[src/hw/rtl/srpd_pkg.sv]
// Shared types and constants for the spectrum range peak detector.
// No dependencies; imported by every srpd module and the top level.
package srpd_pkg;

	localparam int FREQ_W      = 33;
	localparam int PWR_W       = 16;
	localparam int THR_W       = 17;
	localparam int SNR_W       = 18;
	localparam int MAX_BINS    = 4096;
	localparam int NUM_WINDOWS = 3;
	localparam int WIN_CNT_W   = 2;
	localparam int COUNT_W     = $clog2(MAX_BINS + 1);
	localparam int SUM_W       = PWR_W + $clog2(MAX_BINS);
	localparam int DIV_CNT_W   = $clog2(SUM_W);
	localparam int FIFO_DEPTH  = 2;
	localparam int FIFO_PTR_W  = $clog2(FIFO_DEPTH);
	localparam int FIFO_CNT_W  = $clog2(FIFO_DEPTH + 1);
	localparam int CFG_IDX_W   = 3;
	localparam int CFG_DATA_W  = FREQ_W;

	localparam logic signed [PWR_W-1:0] PEAK_RESET = {1'b1, {(PWR_W-1){1'b0}}};

	// configuration register map
	typedef enum logic [CFG_IDX_W-1:0] {
		REG_THR_OFFSET = 3'd0,
		REG_WIN_COUNT  = 3'd1,
		REG_W0_LOW     = 3'd2,
		REG_W0_HIGH    = 3'd3,
		REG_W1_LOW     = 3'd4,
		REG_W1_HIGH    = 3'd5,
		REG_W2_LOW     = 3'd6,
		REG_W2_HIGH    = 3'd7
	} reg_idx_t;

	typedef struct packed {
		logic signed [PWR_W-1:0]               thr_offset;
		logic [WIN_CNT_W-1:0]                  win_count;
		logic [NUM_WINDOWS-1:0][FREQ_W-1:0]    win_low;
		logic [NUM_WINDOWS-1:0][FREQ_W-1:0]    win_high;
	} cfg_t;

	// per-frame totals handed from front to back
	typedef struct packed {
		logic signed [SUM_W-1:0] sum;
		logic [COUNT_W-1:0]      count;
		logic signed [PWR_W-1:0] peak;
		logic                    seen;
	} frame_t;

	typedef enum logic [1:0] {
		BK_IDLE,
		BK_DIV,
		BK_OUT
	} back_state_t;

endpackage

[src/hw/rtl/srpd_front.sv]
// Front end: window classification and per-frame accumulation of bins.
// Depends on srpd_pkg; pushes one frame_t per frame into the frame queue.
module srpd_front import srpd_pkg::*; (
	input  logic                    clk,
	input  logic                    arst_n,
	input  cfg_t                    cfg,
	input  logic                    push,
	output logic                    full,
	input  logic [FREQ_W-1:0]       bin_freq,
	input  logic signed [PWR_W-1:0] bin_power,
	input  logic                    last_bin,
	output logic                    frm_push,
	output frame_t                  frm_data,
	input  logic                    frm_full
);

	logic signed [SUM_W-1:0] sum_q;
	logic [COUNT_W-1:0]      count_q;
	logic signed [PWR_W-1:0] peak_q;
	logic                    seen_q;

	logic                    take;
	logic                    in_win;
	logic signed [SUM_W-1:0] sum_nxt;
	logic [COUNT_W-1:0]      count_nxt;
	logic signed [PWR_W-1:0] peak_nxt;
	logic                    seen_nxt;

	assign full = frm_full;
	assign take = push && !frm_full;

	always_comb begin
		in_win = 1'b0;
		for (int k = 0; k < NUM_WINDOWS; k++) begin
			if ((k < int'(cfg.win_count)) && (bin_freq > cfg.win_low[k]) &&
					(bin_freq < cfg.win_high[k])) begin
				in_win = 1'b1;
			end
		end
	end

	always_comb begin
		seen_nxt  = seen_q | in_win;
		peak_nxt  = (in_win && (bin_power > peak_q)) ? bin_power : peak_q;
		sum_nxt   = sum_q;
		count_nxt = count_q;
		// count saturates; bins past the limit only feed the peak and the seen flag
		if (count_q < COUNT_W'(MAX_BINS)) begin
			sum_nxt   = sum_q + signed'({{(SUM_W-PWR_W){bin_power[PWR_W-1]}}, bin_power});
			count_nxt = count_q + COUNT_W'(1);
		end
	end

	assign frm_push       = take && last_bin;
	assign frm_data.sum   = sum_nxt;
	assign frm_data.count = count_nxt;
	assign frm_data.peak  = peak_nxt;
	assign frm_data.seen  = seen_nxt;

	always_ff @(posedge clk or negedge arst_n) begin
		if (!arst_n) begin
			sum_q   <= '0;
			count_q <= '0;
			peak_q  <= PEAK_RESET;
			seen_q  <= 1'b0;
		end else if (take) begin
			if (last_bin) begin
				sum_q   <= '0;
				count_q <= '0;
				peak_q  <= PEAK_RESET;
				seen_q  <= 1'b0;
			end else begin
				sum_q   <= sum_nxt;
				count_q <= count_nxt;
				peak_q  <= peak_nxt;
				seen_q  <= seen_nxt;
			end
		end
	end

	// peak only moves off its floor once an in-window bin was seen
	a_peak_floor: assert property (@(posedge clk) disable iff (!arst_n)
		!seen_q |-> (peak_q == PEAK_RESET))
		else $error("peak moved without an in-window bin");

endmodule

[src/hw/rtl/srpd_fifo.sv]
// Short queue of finished frame totals between front and back.
// Depends on srpd_pkg for frame_t and the queue depth.
module srpd_fifo import srpd_pkg::*; (
	input  logic   clk,
	input  logic   arst_n,
	input  logic   wr_en,
	input  frame_t wr_data,
	output logic   full,
	input  logic   rd_en,
	output frame_t rd_data,
	output logic   empty
);

	frame_t                mem_q [FIFO_DEPTH];
	logic [FIFO_PTR_W-1:0] wr_ptr_q;
	logic [FIFO_PTR_W-1:0] rd_ptr_q;
	logic [FIFO_CNT_W-1:0] cnt_q;

	logic do_wr;
	logic do_rd;

	assign full    = (cnt_q == FIFO_CNT_W'(FIFO_DEPTH));
	assign empty   = (cnt_q == '0);
	assign do_wr   = wr_en && !full;
	assign do_rd   = rd_en && !empty;
	assign rd_data = mem_q[rd_ptr_q];

	always_ff @(posedge clk) begin
		if (do_wr) begin
			mem_q[wr_ptr_q] <= wr_data;
		end
	end

	always_ff @(posedge clk or negedge arst_n) begin
		if (!arst_n) begin
			wr_ptr_q <= '0;
			rd_ptr_q <= '0;
			cnt_q    <= '0;
		end else begin
			if (do_wr) begin
				wr_ptr_q <= wr_ptr_q + FIFO_PTR_W'(1);
			end
			if (do_rd) begin
				rd_ptr_q <= rd_ptr_q + FIFO_PTR_W'(1);
			end
			if (do_wr && !do_rd) begin
				cnt_q <= cnt_q + FIFO_CNT_W'(1);
			end else if (do_rd && !do_wr) begin
				cnt_q <= cnt_q - FIFO_CNT_W'(1);
			end
		end
	end

	a_cnt_bound: assert property (@(posedge clk) disable iff (!arst_n)
		cnt_q <= FIFO_CNT_W'(FIFO_DEPTH))
		else $error("frame queue fill count past depth");

endmodule

[src/hw/rtl/srpd_back.sv]
// Back end: bit-serial mean divider, threshold/SNR/detect and result register.
// Depends on srpd_pkg; pops frame_t records from the frame queue.
module srpd_back import srpd_pkg::*; (
	input  logic                    clk,
	input  logic                    arst_n,
	input  logic signed [PWR_W-1:0] thr_offset,
	input  frame_t                  frm_data,
	input  logic                    frm_empty,
	output logic                    frm_pop,
	output logic                    empty,
	input  logic                    pop,
	output logic                    detected,
	output logic                    indicator_changed,
	output logic                    any_in_window,
	output logic signed [PWR_W-1:0] mean_power,
	output logic signed [THR_W-1:0] threshold_level,
	output logic signed [PWR_W-1:0] peak_power,
	output logic signed [SNR_W-1:0] snr_value
);

	back_state_t state_q;
	back_state_t state_nxt;

	logic [DIV_CNT_W-1:0]    div_cnt_q;
	logic [SUM_W-1:0]        dvd_q;
	logic [COUNT_W-1:0]      rem_q;
	logic [COUNT_W-1:0]      dvsr_q;
	logic                    neg_q;
	logic signed [PWR_W-1:0] peak_q;
	logic                    seen_q;
	logic                    ind_q;
	logic                    out_vld_q;

	logic                    load_frm;
	logic                    div_step;
	logic                    load_out;
	logic [COUNT_W:0]        trial;
	logic                    q_bit;
	logic [SUM_W-1:0]        mean_full;
	logic signed [PWR_W-1:0] mean_s;
	logic signed [THR_W-1:0] thr_s;
	logic signed [SNR_W-1:0] snr_s;
	logic                    det_s;

	// next state
	always_comb begin
		state_nxt = state_q;
		case (state_q)
			BK_IDLE: begin
				if (!frm_empty) begin
					state_nxt = BK_DIV;
				end
			end
			BK_DIV: begin
				if (div_cnt_q == DIV_CNT_W'(SUM_W - 1)) begin
					state_nxt = BK_OUT;
				end
			end
			BK_OUT: begin
				if (!out_vld_q || pop) begin
					state_nxt = BK_IDLE;
				end
			end
			default: state_nxt = BK_IDLE;
		endcase
	end

	// state outputs
	always_comb begin
		load_frm = 1'b0;
		div_step = 1'b0;
		load_out = 1'b0;
		case (state_q)
			BK_IDLE: load_frm = !frm_empty;
			BK_DIV:  div_step = 1'b1;
			BK_OUT:  load_out = !out_vld_q || pop;
			default: ;
		endcase
	end

	assign frm_pop = load_frm;
	assign empty   = !out_vld_q;

	// restoring division, one quotient bit per cycle
	assign trial = {rem_q, dvd_q[SUM_W-1]};
	assign q_bit = (trial >= {1'b0, dvsr_q});

	// result math, valid in BK_OUT
	assign mean_full = neg_q ? (SUM_W'(0) - dvd_q) : dvd_q;
	assign mean_s    = signed'(mean_full[PWR_W-1:0]);
	assign thr_s     = signed'({mean_s[PWR_W-1], mean_s}) +
		signed'({thr_offset[PWR_W-1], thr_offset});
	assign snr_s     = signed'({{(SNR_W-PWR_W){peak_q[PWR_W-1]}}, peak_q}) -
		signed'({thr_s[THR_W-1], thr_s});
	assign det_s     = seen_q && !snr_s[SNR_W-1] && (snr_s != '0);

	always_ff @(posedge clk) begin
		if (load_frm) begin
			dvd_q  <= frm_data.sum[SUM_W-1] ? (SUM_W'(0) - frm_data.sum) : frm_data.sum;
			neg_q  <= frm_data.sum[SUM_W-1];
			dvsr_q <= frm_data.count;
			rem_q  <= '0;
			peak_q <= frm_data.peak;
			seen_q <= frm_data.seen;
		end else if (div_step) begin
			rem_q <= q_bit ? COUNT_W'(trial - {1'b0, dvsr_q}) : trial[COUNT_W-1:0];
			dvd_q <= {dvd_q[SUM_W-2:0], q_bit};
		end
		if (load_out) begin
			detected          <= det_s;
			indicator_changed <= det_s != ind_q;
			any_in_window     <= seen_q;
			mean_power        <= mean_s;
			threshold_level   <= thr_s;
			peak_power        <= peak_q;
			snr_value         <= snr_s;
		end
	end

	always_ff @(posedge clk or negedge arst_n) begin
		if (!arst_n) begin
			state_q   <= BK_IDLE;
			div_cnt_q <= '0;
			ind_q     <= 1'b0;
			out_vld_q <= 1'b0;
		end else begin
			state_q <= state_nxt;
			if (load_frm) begin
				div_cnt_q <= '0;
			end else if (div_step) begin
				div_cnt_q <= div_cnt_q + DIV_CNT_W'(1);
			end
			if (load_out) begin
				ind_q     <= det_s;
				out_vld_q <= 1'b1;
			end else if (pop) begin
				out_vld_q <= 1'b0;
			end
		end
	end

	a_dvsr_nonzero: assert property (@(posedge clk) disable iff (!arst_n)
		(state_q == BK_DIV) |-> (dvsr_q != '0))
		else $error("divide by zero bin count");

	// an average of Q8.8 powers never leaves the Q8.8 range
	a_mean_range: assert property (@(posedge clk) disable iff (!arst_n)
		(state_q == BK_OUT) |-> (dvd_q <= SUM_W'(32768)))
		else $error("mean quotient out of range");

endmodule

[src/hw/rtl/spectrum_range_peak_detector.sv]
// Top level of the spectrum range peak detector: config registers and wiring.
// Depends on srpd_pkg, srpd_front, srpd_fifo and srpd_back.
//
// Bins enter one per clock through push/full; full rises only when two finished
// frames are already waiting for the back end. At each last bin the frame totals
// move into that two-entry queue, and the back end turns each into one result:
// a bit-serial divide (one quotient bit per cycle) for the mean, then threshold,
// SNR and detect, then a step to pick the next frame. While results are popped,
// frames with at least as many bins as the back end spends cycles per frame run
// at one bin per clock; shorter frames are paced by the divider. The result sits
// in an output register on empty/pop, and the back end keeps dividing the next
// frame while it waits. The detect indicator is held across frames and drives
// indicator_changed. Config writes are always taken (cfg_ready is tied high) and
// must only be issued while no frame is in flight. Unknown indices are dropped.
module spectrum_range_peak_detector import srpd_pkg::*; (
	input  logic                    clk,
	input  logic                    arst_n,
	// bin input
	input  logic                    push,
	output logic                    full,
	input  logic [FREQ_W-1:0]       bin_freq,
	input  logic signed [PWR_W-1:0] bin_power,
	input  logic                    last_bin,
	// frame result
	output logic                    empty,
	input  logic                    pop,
	output logic                    detected,
	output logic                    indicator_changed,
	output logic                    any_in_window,
	output logic signed [PWR_W-1:0] mean_power,
	output logic signed [THR_W-1:0] threshold_level,
	output logic signed [PWR_W-1:0] peak_power,
	output logic signed [SNR_W-1:0] snr_value,
	// config write
	input  logic                    cfg_valid,
	output logic                    cfg_ready,
	input  logic [CFG_IDX_W-1:0]    cfg_index,
	input  logic [CFG_DATA_W-1:0]   cfg_data
);

	cfg_t   cfg_q;
	logic   frm_push;
	frame_t frm_wr;
	logic   frm_full;
	logic   frm_pop;
	frame_t frm_rd;
	logic   frm_empty;

	assign cfg_ready = 1'b1;

	// register file; each transaction writes one register
	always_ff @(posedge clk or negedge arst_n) begin
		if (!arst_n) begin
			cfg_q.thr_offset <= '0;
			cfg_q.win_count  <= WIN_CNT_W'(1);
			cfg_q.win_low    <= '0;
			cfg_q.win_high   <= '0;
		end else if (cfg_valid && cfg_ready) begin
			case (reg_idx_t'(cfg_index))
				REG_THR_OFFSET: cfg_q.thr_offset  <= signed'(cfg_data[PWR_W-1:0]);
				REG_WIN_COUNT:  cfg_q.win_count   <= cfg_data[WIN_CNT_W-1:0];
				REG_W0_LOW:     cfg_q.win_low[0]  <= cfg_data;
				REG_W0_HIGH:    cfg_q.win_high[0] <= cfg_data;
				REG_W1_LOW:     cfg_q.win_low[1]  <= cfg_data;
				REG_W1_HIGH:    cfg_q.win_high[1] <= cfg_data;
				REG_W2_LOW:     cfg_q.win_low[2]  <= cfg_data;
				REG_W2_HIGH:    cfg_q.win_high[2] <= cfg_data;
				default: ;
			endcase
		end
	end

	srpd_front u_front (
		.clk       (clk),
		.arst_n    (arst_n),
		.cfg       (cfg_q),
		.push      (push),
		.full      (full),
		.bin_freq  (bin_freq),
		.bin_power (bin_power),
		.last_bin  (last_bin),
		.frm_push  (frm_push),
		.frm_data  (frm_wr),
		.frm_full  (frm_full)
	);

	srpd_fifo u_fifo (
		.clk     (clk),
		.arst_n  (arst_n),
		.wr_en   (frm_push),
		.wr_data (frm_wr),
		.full    (frm_full),
		.rd_en   (frm_pop),
		.rd_data (frm_rd),
		.empty   (frm_empty)
	);

	srpd_back u_back (
		.clk               (clk),
		.arst_n            (arst_n),
		.thr_offset        (cfg_q.thr_offset),
		.frm_data          (frm_rd),
		.frm_empty         (frm_empty),
		.frm_pop           (frm_pop),
		.empty             (empty),
		.pop               (pop),
		.detected          (detected),
		.indicator_changed (indicator_changed),
		.any_in_window     (any_in_window),
		.mean_power        (mean_power),
		.threshold_level   (threshold_level),
		.peak_power        (peak_power),
		.snr_value         (snr_value)
	);

endmodule
[config.mk]
export PLATFORM = sky130hd
export DESIGN_NAME = spectrum_range_peak_detector
export DESIGN_NICKNAME = d
export VERILOG_FILES = /design/src/hw/rtl/srpd_pkg.sv /design/src/hw/rtl/srpd_front.sv /design/src/hw/rtl/srpd_fifo.sv /design/src/hw/rtl/srpd_back.sv /design/src/hw/rtl/spectrum_range_peak_detector.sv
export SDC_FILE = /design/constraint.sdc
export NUM_CORES = 1
export LEC_CHECK = 0
export BUFFER_PORTS_ARGS = -buffer_cell sky130_fd_sc_hd__buf_2
export CORE_MARGIN = 2
export CORE_UTILIZATION = 35
export DETAILED_ROUTE_END_ITERATION = 10
export MAX_ROUTING_LAYER = met4
export PLACE_DENSITY = 0.55
export SYNTH_ARGS = -nofsm -noshare
export SYNTH_HDL_FRONTEND = slang
export SYNTH_HIERARCHICAL = 1
export SYNTH_SLANG_ARGS = --single-unit
[constraint.sdc]
create_clock -name clk -period 11.25 [get_ports clk]
set_clock_uncertainty 0.05 [all_clocks]
set_input_delay 0 -clock clk [delete_from_list [all_inputs] [get_ports clk]]
set_output_delay 0 -clock clk [all_outputs]
set_load 0.1 [all_outputs]
-- After elaboration in Yosys (flattened, before gate mapping)
Memories as Yosys holds them, arrays and structs flattened.
Cells that the tools add are included.
- muxes and demuxes: 30
- reduce and logical (&&, ||, !) cells: 38
- order comparisons: 12
- equal/unequal tests: 15
- bitwise logic cells: 1
- add/subtract/negate cells: 12
- operators by type and width (kind ; count):
    $mux 28 ; 5
    $gt 33x33->1 ; 3
    $lt 33x33->1 ; 3
    $mux 16 ; 3
    $mux 13 ; 3
    $add 28x16->28 ; 1
    $sub 1x28->28 const A ; 1
    $reduce_bool 18->1 ; 1
    $sub 16x17->18 ; 1
    $add 16x16->17 ; 1
    $gt 16x16->1 ; 1
    $reduce_and 2->1 ; 8
    $sub 1x16->16 const A ; 1
    $logic_and 1x1->1 ; 15
    $ge 14x13->1 ; 1
    $add 13x1->13 const B ; 1
    $lt 13x13->1 const B ; 1
    $sub 13x13->13 ; 1
    $eq 3x3->1 const B ; 4
    $mux 1 ; 11
    $mux 2 ; 5
    $mux 5 ; 2
    $eq 3x2->1 const B ; 2
    $logic_not 1->1 ; 6
    other kinds (20) ; 27
- input bits: 91
- RAM bits: 116
- output and inout bits: 73
- flip-flop bits (word level): 429
- memories: 1
- logic and storage cells: 141
- memory list (name ; words ; width ; read ports ; clocked after Yosys merged registers in ; wr ports ; RTL line ; RTL):
    u_fifo.mem_q ; 2 ; 58 ; 1 ; 0 ; 1 ; srpd_fifo.sv:14 ; frame_t mem_q [FIFO_DEPTH];

-- Depth between registers and ports, before layout
- word-level depth: 9
- depth in mapped cells: 25
- depth with buffers taken out: 25

-- Modules after synthesis
The synthesis kept the hierarchy.
- modules (own cells, without submodules) (module ; area an instance (sq um) ; times used ; cells an instance ; seq. area each (sq um)):
    srpd_front ; 9720.6 ; 1 ; 1220 ; 1452.6
    srpd_back ; 8234.1 ; 1 ; 756 ; 4359.2
    spectrum_range_peak_detector ; 8165.3 ; 1 ; 467 ; 5406.4
    srpd_fifo ; 4428.0 ; 1 ; 200 ; 3583.4

-- Least setup slack after synthesis
No wires, ideal clock.
- path type: register to register
- start point: reg u_back.dvd_q[2]
- end point: reg u_back.indicator_changed, data pin
- arrival time: 4850 ps
- setup time: 269 ps
- period minus slack after synthesis: 5169 ps
- path slack: 6081 ps
- buffers on the path: 1
- data required time: 10931 ps
- stages on the path, launching flop included: 24
- path through: edfxtp_1 nor2_1 nand3_1 o41ai_1 xnor2_1 ha_1 buf_2 a21oi_1 nand3_1 nor2_2 xnor2_1 inv_1 ha_1 inv_1 or4_1 a21oi_1 a41o_1 a21oi_1 xnor2_1 or4_1 or4_1 nor3_2 a31oi_1 xor2_1
- elaborated cells on any way between the ends: 9
- classes of those cells: 3 x add/sub; 1 x eq/ne; 1 x mux; 4 x reduce/logical
- RTL lines (item ; RTL line ; RTL):
    start: declaration ; srpd_back.sv:25 ; logic [SUM_W-1:0] dvd_q;
    start signal: assignment ; srpd_back.sv:99 ; dvd_q <= frm_data.sum[SUM_W-1] ? (SUM_W'(0) - frm_data.sum) : frm_data.sum;
    start signal: assignment ; srpd_back.sv:107 ; dvd_q <= {dvd_q[SUM_W-2:0], q_bit};
    $sub 1x16->16 ; srpd_back.sv:89 ; assign mean_full = neg_q ? (SUM_W'(0) - dvd_q) : dvd_q;
    $mux 16 ; srpd_back.sv:89 ;
    net u_back.mean_full[7] ; srpd_back.sv:39 ; logic [SUM_W-1:0] mean_full;
    $add 16x16->17 ; srpd_back.sv:91 ; assign thr_s = signed'({mean_s[PWR_W-1], mean_s}) +
    net u_back.thr_s[8] ; srpd_back.sv:41 ; logic signed [THR_W-1:0] thr_s;
    $sub 16x17->18 ; srpd_back.sv:93 ; assign snr_s = signed'({{(SNR_W-PWR_W){peak_q[PWR_W-1]}}, peak_q}) -
    net u_back.snr_s[9] ; srpd_back.sv:42 ; logic signed [SNR_W-1:0] snr_s;
    $reduce_bool 18->1 ; srpd_back.sv:95 ; assign det_s = seen_q && !snr_s[SNR_W-1] && (snr_s != '0);
    $logic_and 1x1->1 ; srpd_back.sv:95 ;
    net u_back.det_s ; srpd_back.sv:43 ; logic det_s;
    $ne 1x1->1 ; srpd_back.sv:111 ; indicator_changed <= det_s != ind_q;
    end signal: assignment ; srpd_back.sv:111 ;
    end: declaration ; srpd_back.sv:13 ; output logic indicator_changed,
The timed path passes the listed nets, and every way through them passes these cells.
A chain may end at the register's enable or synchronous reset.

-- Worst setup path after layout
- start point: reg u_back.dvd_q[0]
- end point: reg u_back.indicator_changed, data pin
Same word-level chain as after synthesis.

==> impl_metrics.ini <==
[synthesis]
syn_inst = 2643
ys_async_sr_fraction = 0.527
synth_top_flop_cell = dfrtp_1
synth_area_um2 = 30500
ys_ff_latch = 545
yosysWarnings = 6
post_synth.cell_area_avg_um2 = 11.6
yosysUniqueCellTypes = 93
synthTopCellsByArea = edfxtp_1 (24%), dfrtp_1 (23%), ha_1 (12%)
synth_area_leader_cell = edfxtp_1
synth_nets = 3023
ys_seq_area_frac = 0.485
yosys.area.top_type_share = 0.241
synth_enable_flop_cells = 245

[finish]
drive_gt1_frac = 0.207
area_growth_pct = 15.3
fill_cells = 8227
final_net_count = 3252
post-route-util = 0.407

[floorplanning]
dieWidth_um = 299
die-area_um2 = 89700
num_io_pins = 164
initial_core_util = 0.353
core_um2 = 86600
rows = 108
die_height_um = 299

[sta]
setup-tns-final_ps = 0
post-route-period-util = 0.518
finalHoldViolations = 0
slew_headroom = 0.252
finalSetupViolCount = 0
worst_pin_slew_ps = 1120
drv_slew = 0
fin_ws_ps = 5420
rsz0062_at_grt = false
holdWs_ps = 171
finalCriticalPeriod_ps = 5830
max_freq_mhz = 172

[outcome]
status = complete, no violations

[grt]
grt_max_degree = 72
antenna_found_initial = 8
grt.total_usage = 0.178
grt-ovfl-total = 0
grt_pass1_wl_um = 122000
first_global_vias = 21300

[clock_tree]
cts_made_buffers = 60
postCtsSetupBuffers = 0
clock_path_buffers = 3
cts_hold_buf = 64
cts.sinks = 545
cts_tree = yes
root_buffer = clkbuf_16
clk_pin_slew_ps = 60
clk-insertion-delay-late_ps = 630
cts_resized = 0
cts_max_level = 2

[critical_path]
crit_path_max_fanout = 5
cp_slowest_cell = or4_1
crit_family = compound AO/OA/AOI/OAI gates
critPathArrivalTime_ps = 6130
end_kind = flop
cp.required_ps = 11560
path_buf_inv = 2
worstSetupPathType = flop to flop
slowest_delay_ps = 560
critical_path.startpoint_type = flop

[drt]
routedWlPerCell_um = 19.0
final_antenna_net_count = 0
drt_iter0_markers = 1365
vias_per_cell = 5.10
firstDrtPassIters = 7
vias = 20800
wirelength_um = 77600
drc = 0

[placed_design]
place_ws_ps = 5450
portBuffers = 162
gp_congestion = 0.865
dp_hpwl_um = 57200

[flow_run]
drv_cap = 0

[min_path]
hold_path_class = input pin to flop

[power]
power_leakage_uw = 0.0155
ir_drop_uv = 148
pwr_density_cell_nw_per_um2 = 252
where the power goes:
part / switching, uW / total (uW) / internal [uW] / leakage [uW]
clock network: 834 / 2000 / 1170 / 0.000963
registers: 271 / 3040 / 2770 / 0.00590
logic: 2220 / 3850 / 1630 / 0.00860
total: 3330 / 8880 / 5560 / 0.0155
through the flow:
stage	std cells	area [um^2]	total power, uW
2_1_floorplan	2643	30500	5930
3_3_place_gp	3901	32500	6710
3_5_place_dp	3901	32500	6870
4_1_cts	4079	35200	8940
5_1_grt	4084	35200	9570
6_report	4084	35200	8880
sequential cells by signal, indices dropped and copies added, names as in the netlist, 2 cells and up:
signal and flops:
cfg_q 216, u_back/div_cnt_q 5, u_back/dvd_q 28, u_back/dvsr_q 13, u_back/mean_power 16, u_back/peak_power 16, u_back/peak_q 16, u_back/rem_q 13
u_back/snr_value 18, u_back/state_q 2, u_back/threshold_level 17, u_fifo/cnt_q 2, u_fifo/mem_q 116, u_front/count_q 13, u_front/peak_q 16, u_front/sum_q 28
per-layer routing:
metal | vias to the layer above | share of wire | global-route usage
li1 | 10100 | - | -
met1 | 10200 | 0.47 | 0.244
met2 | 465 | 0.46 | 0.275
met3 | 101 | 0.052 | 0.0277
met4 | 0 | 0.020 | 0.0438
met5 | - | 0 | -
path summary, 6_finish.rpt:
path                                        from                  endpoint  slack [ps]  cells after the start
max in group asynchronous                 arst_n           u_fifo/rd_ptr_q        9420                      4
worst min-delay path                cfg_data[22]                 cfg_q[55]         170                      3
min in group asynchronous                 arst_n                cfg_q[117]         370                      3
worst min register to register  u_back/rem_q[12]          u_back/rem_q[12]         420                      2
worst max-delay path             u_back/dvd_q[0]  u_back/indicator_changed        5420                     25
worst max register to register   u_back/dvd_q[0]  u_back/indicator_changed        5420                     25
cell usage in the layout, fill, tap and decap left out, drive strengths merged, types with 17 or more instances in the layout:
| cell type | Yosys | layout |
|---|---|---|
| mux2 | 296 | 296 |
| ha | 285 | 285 |
| dfrtp | 285 | 285 |
| inv | 281 | 284 |
| edfxtp | 245 | 245 |
| nand2 | 187 | 187 |
| buf | 42 | 183 |
| o21ai | 157 | 157 |
| a21oi | 112 | 112 |
| clkbuf | 37 | 84 |
| nor2 | 82 | 82 |
| dlygate4sd3 | 0 | 63 |
| xnor2 | 57 | 57 |
| xor2 | 54 | 54 |
| a21o | 52 | 52 |
| nand4 | 43 | 43 |
| nand3 | 38 | 38 |
| nand2b | 28 | 28 |
| a22o | 25 | 25 |
| and3 | 25 | 25 |
| o31ai | 21 | 21 |
| a211oi | 20 | 20 |
| nor2b | 17 | 17 |
worst register-to-register path, stage by stage (launching register included):
cell	delay, ps
edfxtp_1	430
inv_1	90
ha_1	290
nand2_1	50
o21ai_0	170
ha_1	360
a211oi_2	250
o21bai_1	100
a21o_1	210
a21o_1	190
a21o_1	190
xor2_1	180
inv_1	70
ha_1	320
o21ai_0	130
o21bai_1	260
o31ai_1	160
o21bai_1	220
a21oi_1	120
o311ai_1	420
nand2_1	120
xor2_1	180
or4_1	560
nor3_2	130
a31oi_1	160
xor2_1	170
synthesized netlist by cell type, types with 8 or more instances:
master,count
a211o_1,8
a211oi_1,17
a21o_1,52
a21oi_1,112
a221o_1,11
a22o_1,25
a31oi_1,9
a32o_1,14
and2_1,9
and3_1,24
and4_1,8
buf_2,23
buf_6,12
clkbuf_1,37
dfrtp_1,285
dfxtp_1,13
edfxtp_1,245
ha_1,285
inv_1,279
mux2_2,262
mux2_4,34
mux2i_1,8
nand2_1,187
nand2b_1,28
nand3_1,38
nand4_1,43
nor2_1,80
nor2b_1,17
nor3_1,15
nor4_1,9
o211ai_1,12
o21ai_0,137
o21ai_1,20
o21bai_1,10
o31ai_1,19
or3_1,15
or4_1,10
xnor2_1,57
xor2_1,54
layout make-up:
type                    instances  area (um^2)  share of cell area
repair buffers                246         1630              0.0462
flip-flops and latches        545        14800               0.420
inverters                     281         1050              0.0299
clock inverters                30          298             0.00845
clock buffers                  84         1730              0.0490
well taps                    1155         1450              0.0410
diodes                          5         12.5            0.000355
multi-input cells            1738        14300               0.405
cells by family after synthesis:
family                   after synthesis  share of synthesized area
buffers and inverters                360                     0.0499
other                                  1                   0.000123
XOR/XNOR                             111                     0.0318
AND/OR/NAND/NOR                      507                     0.0833
multiplexers                         305                      0.116
AO/OA/AOI/OAI                        523                      0.114
flip-flops                           545                      0.485
adder cells (fa/ha/maj)              291                      0.120
Note: power is estimated with default switching activity, not from simulation.
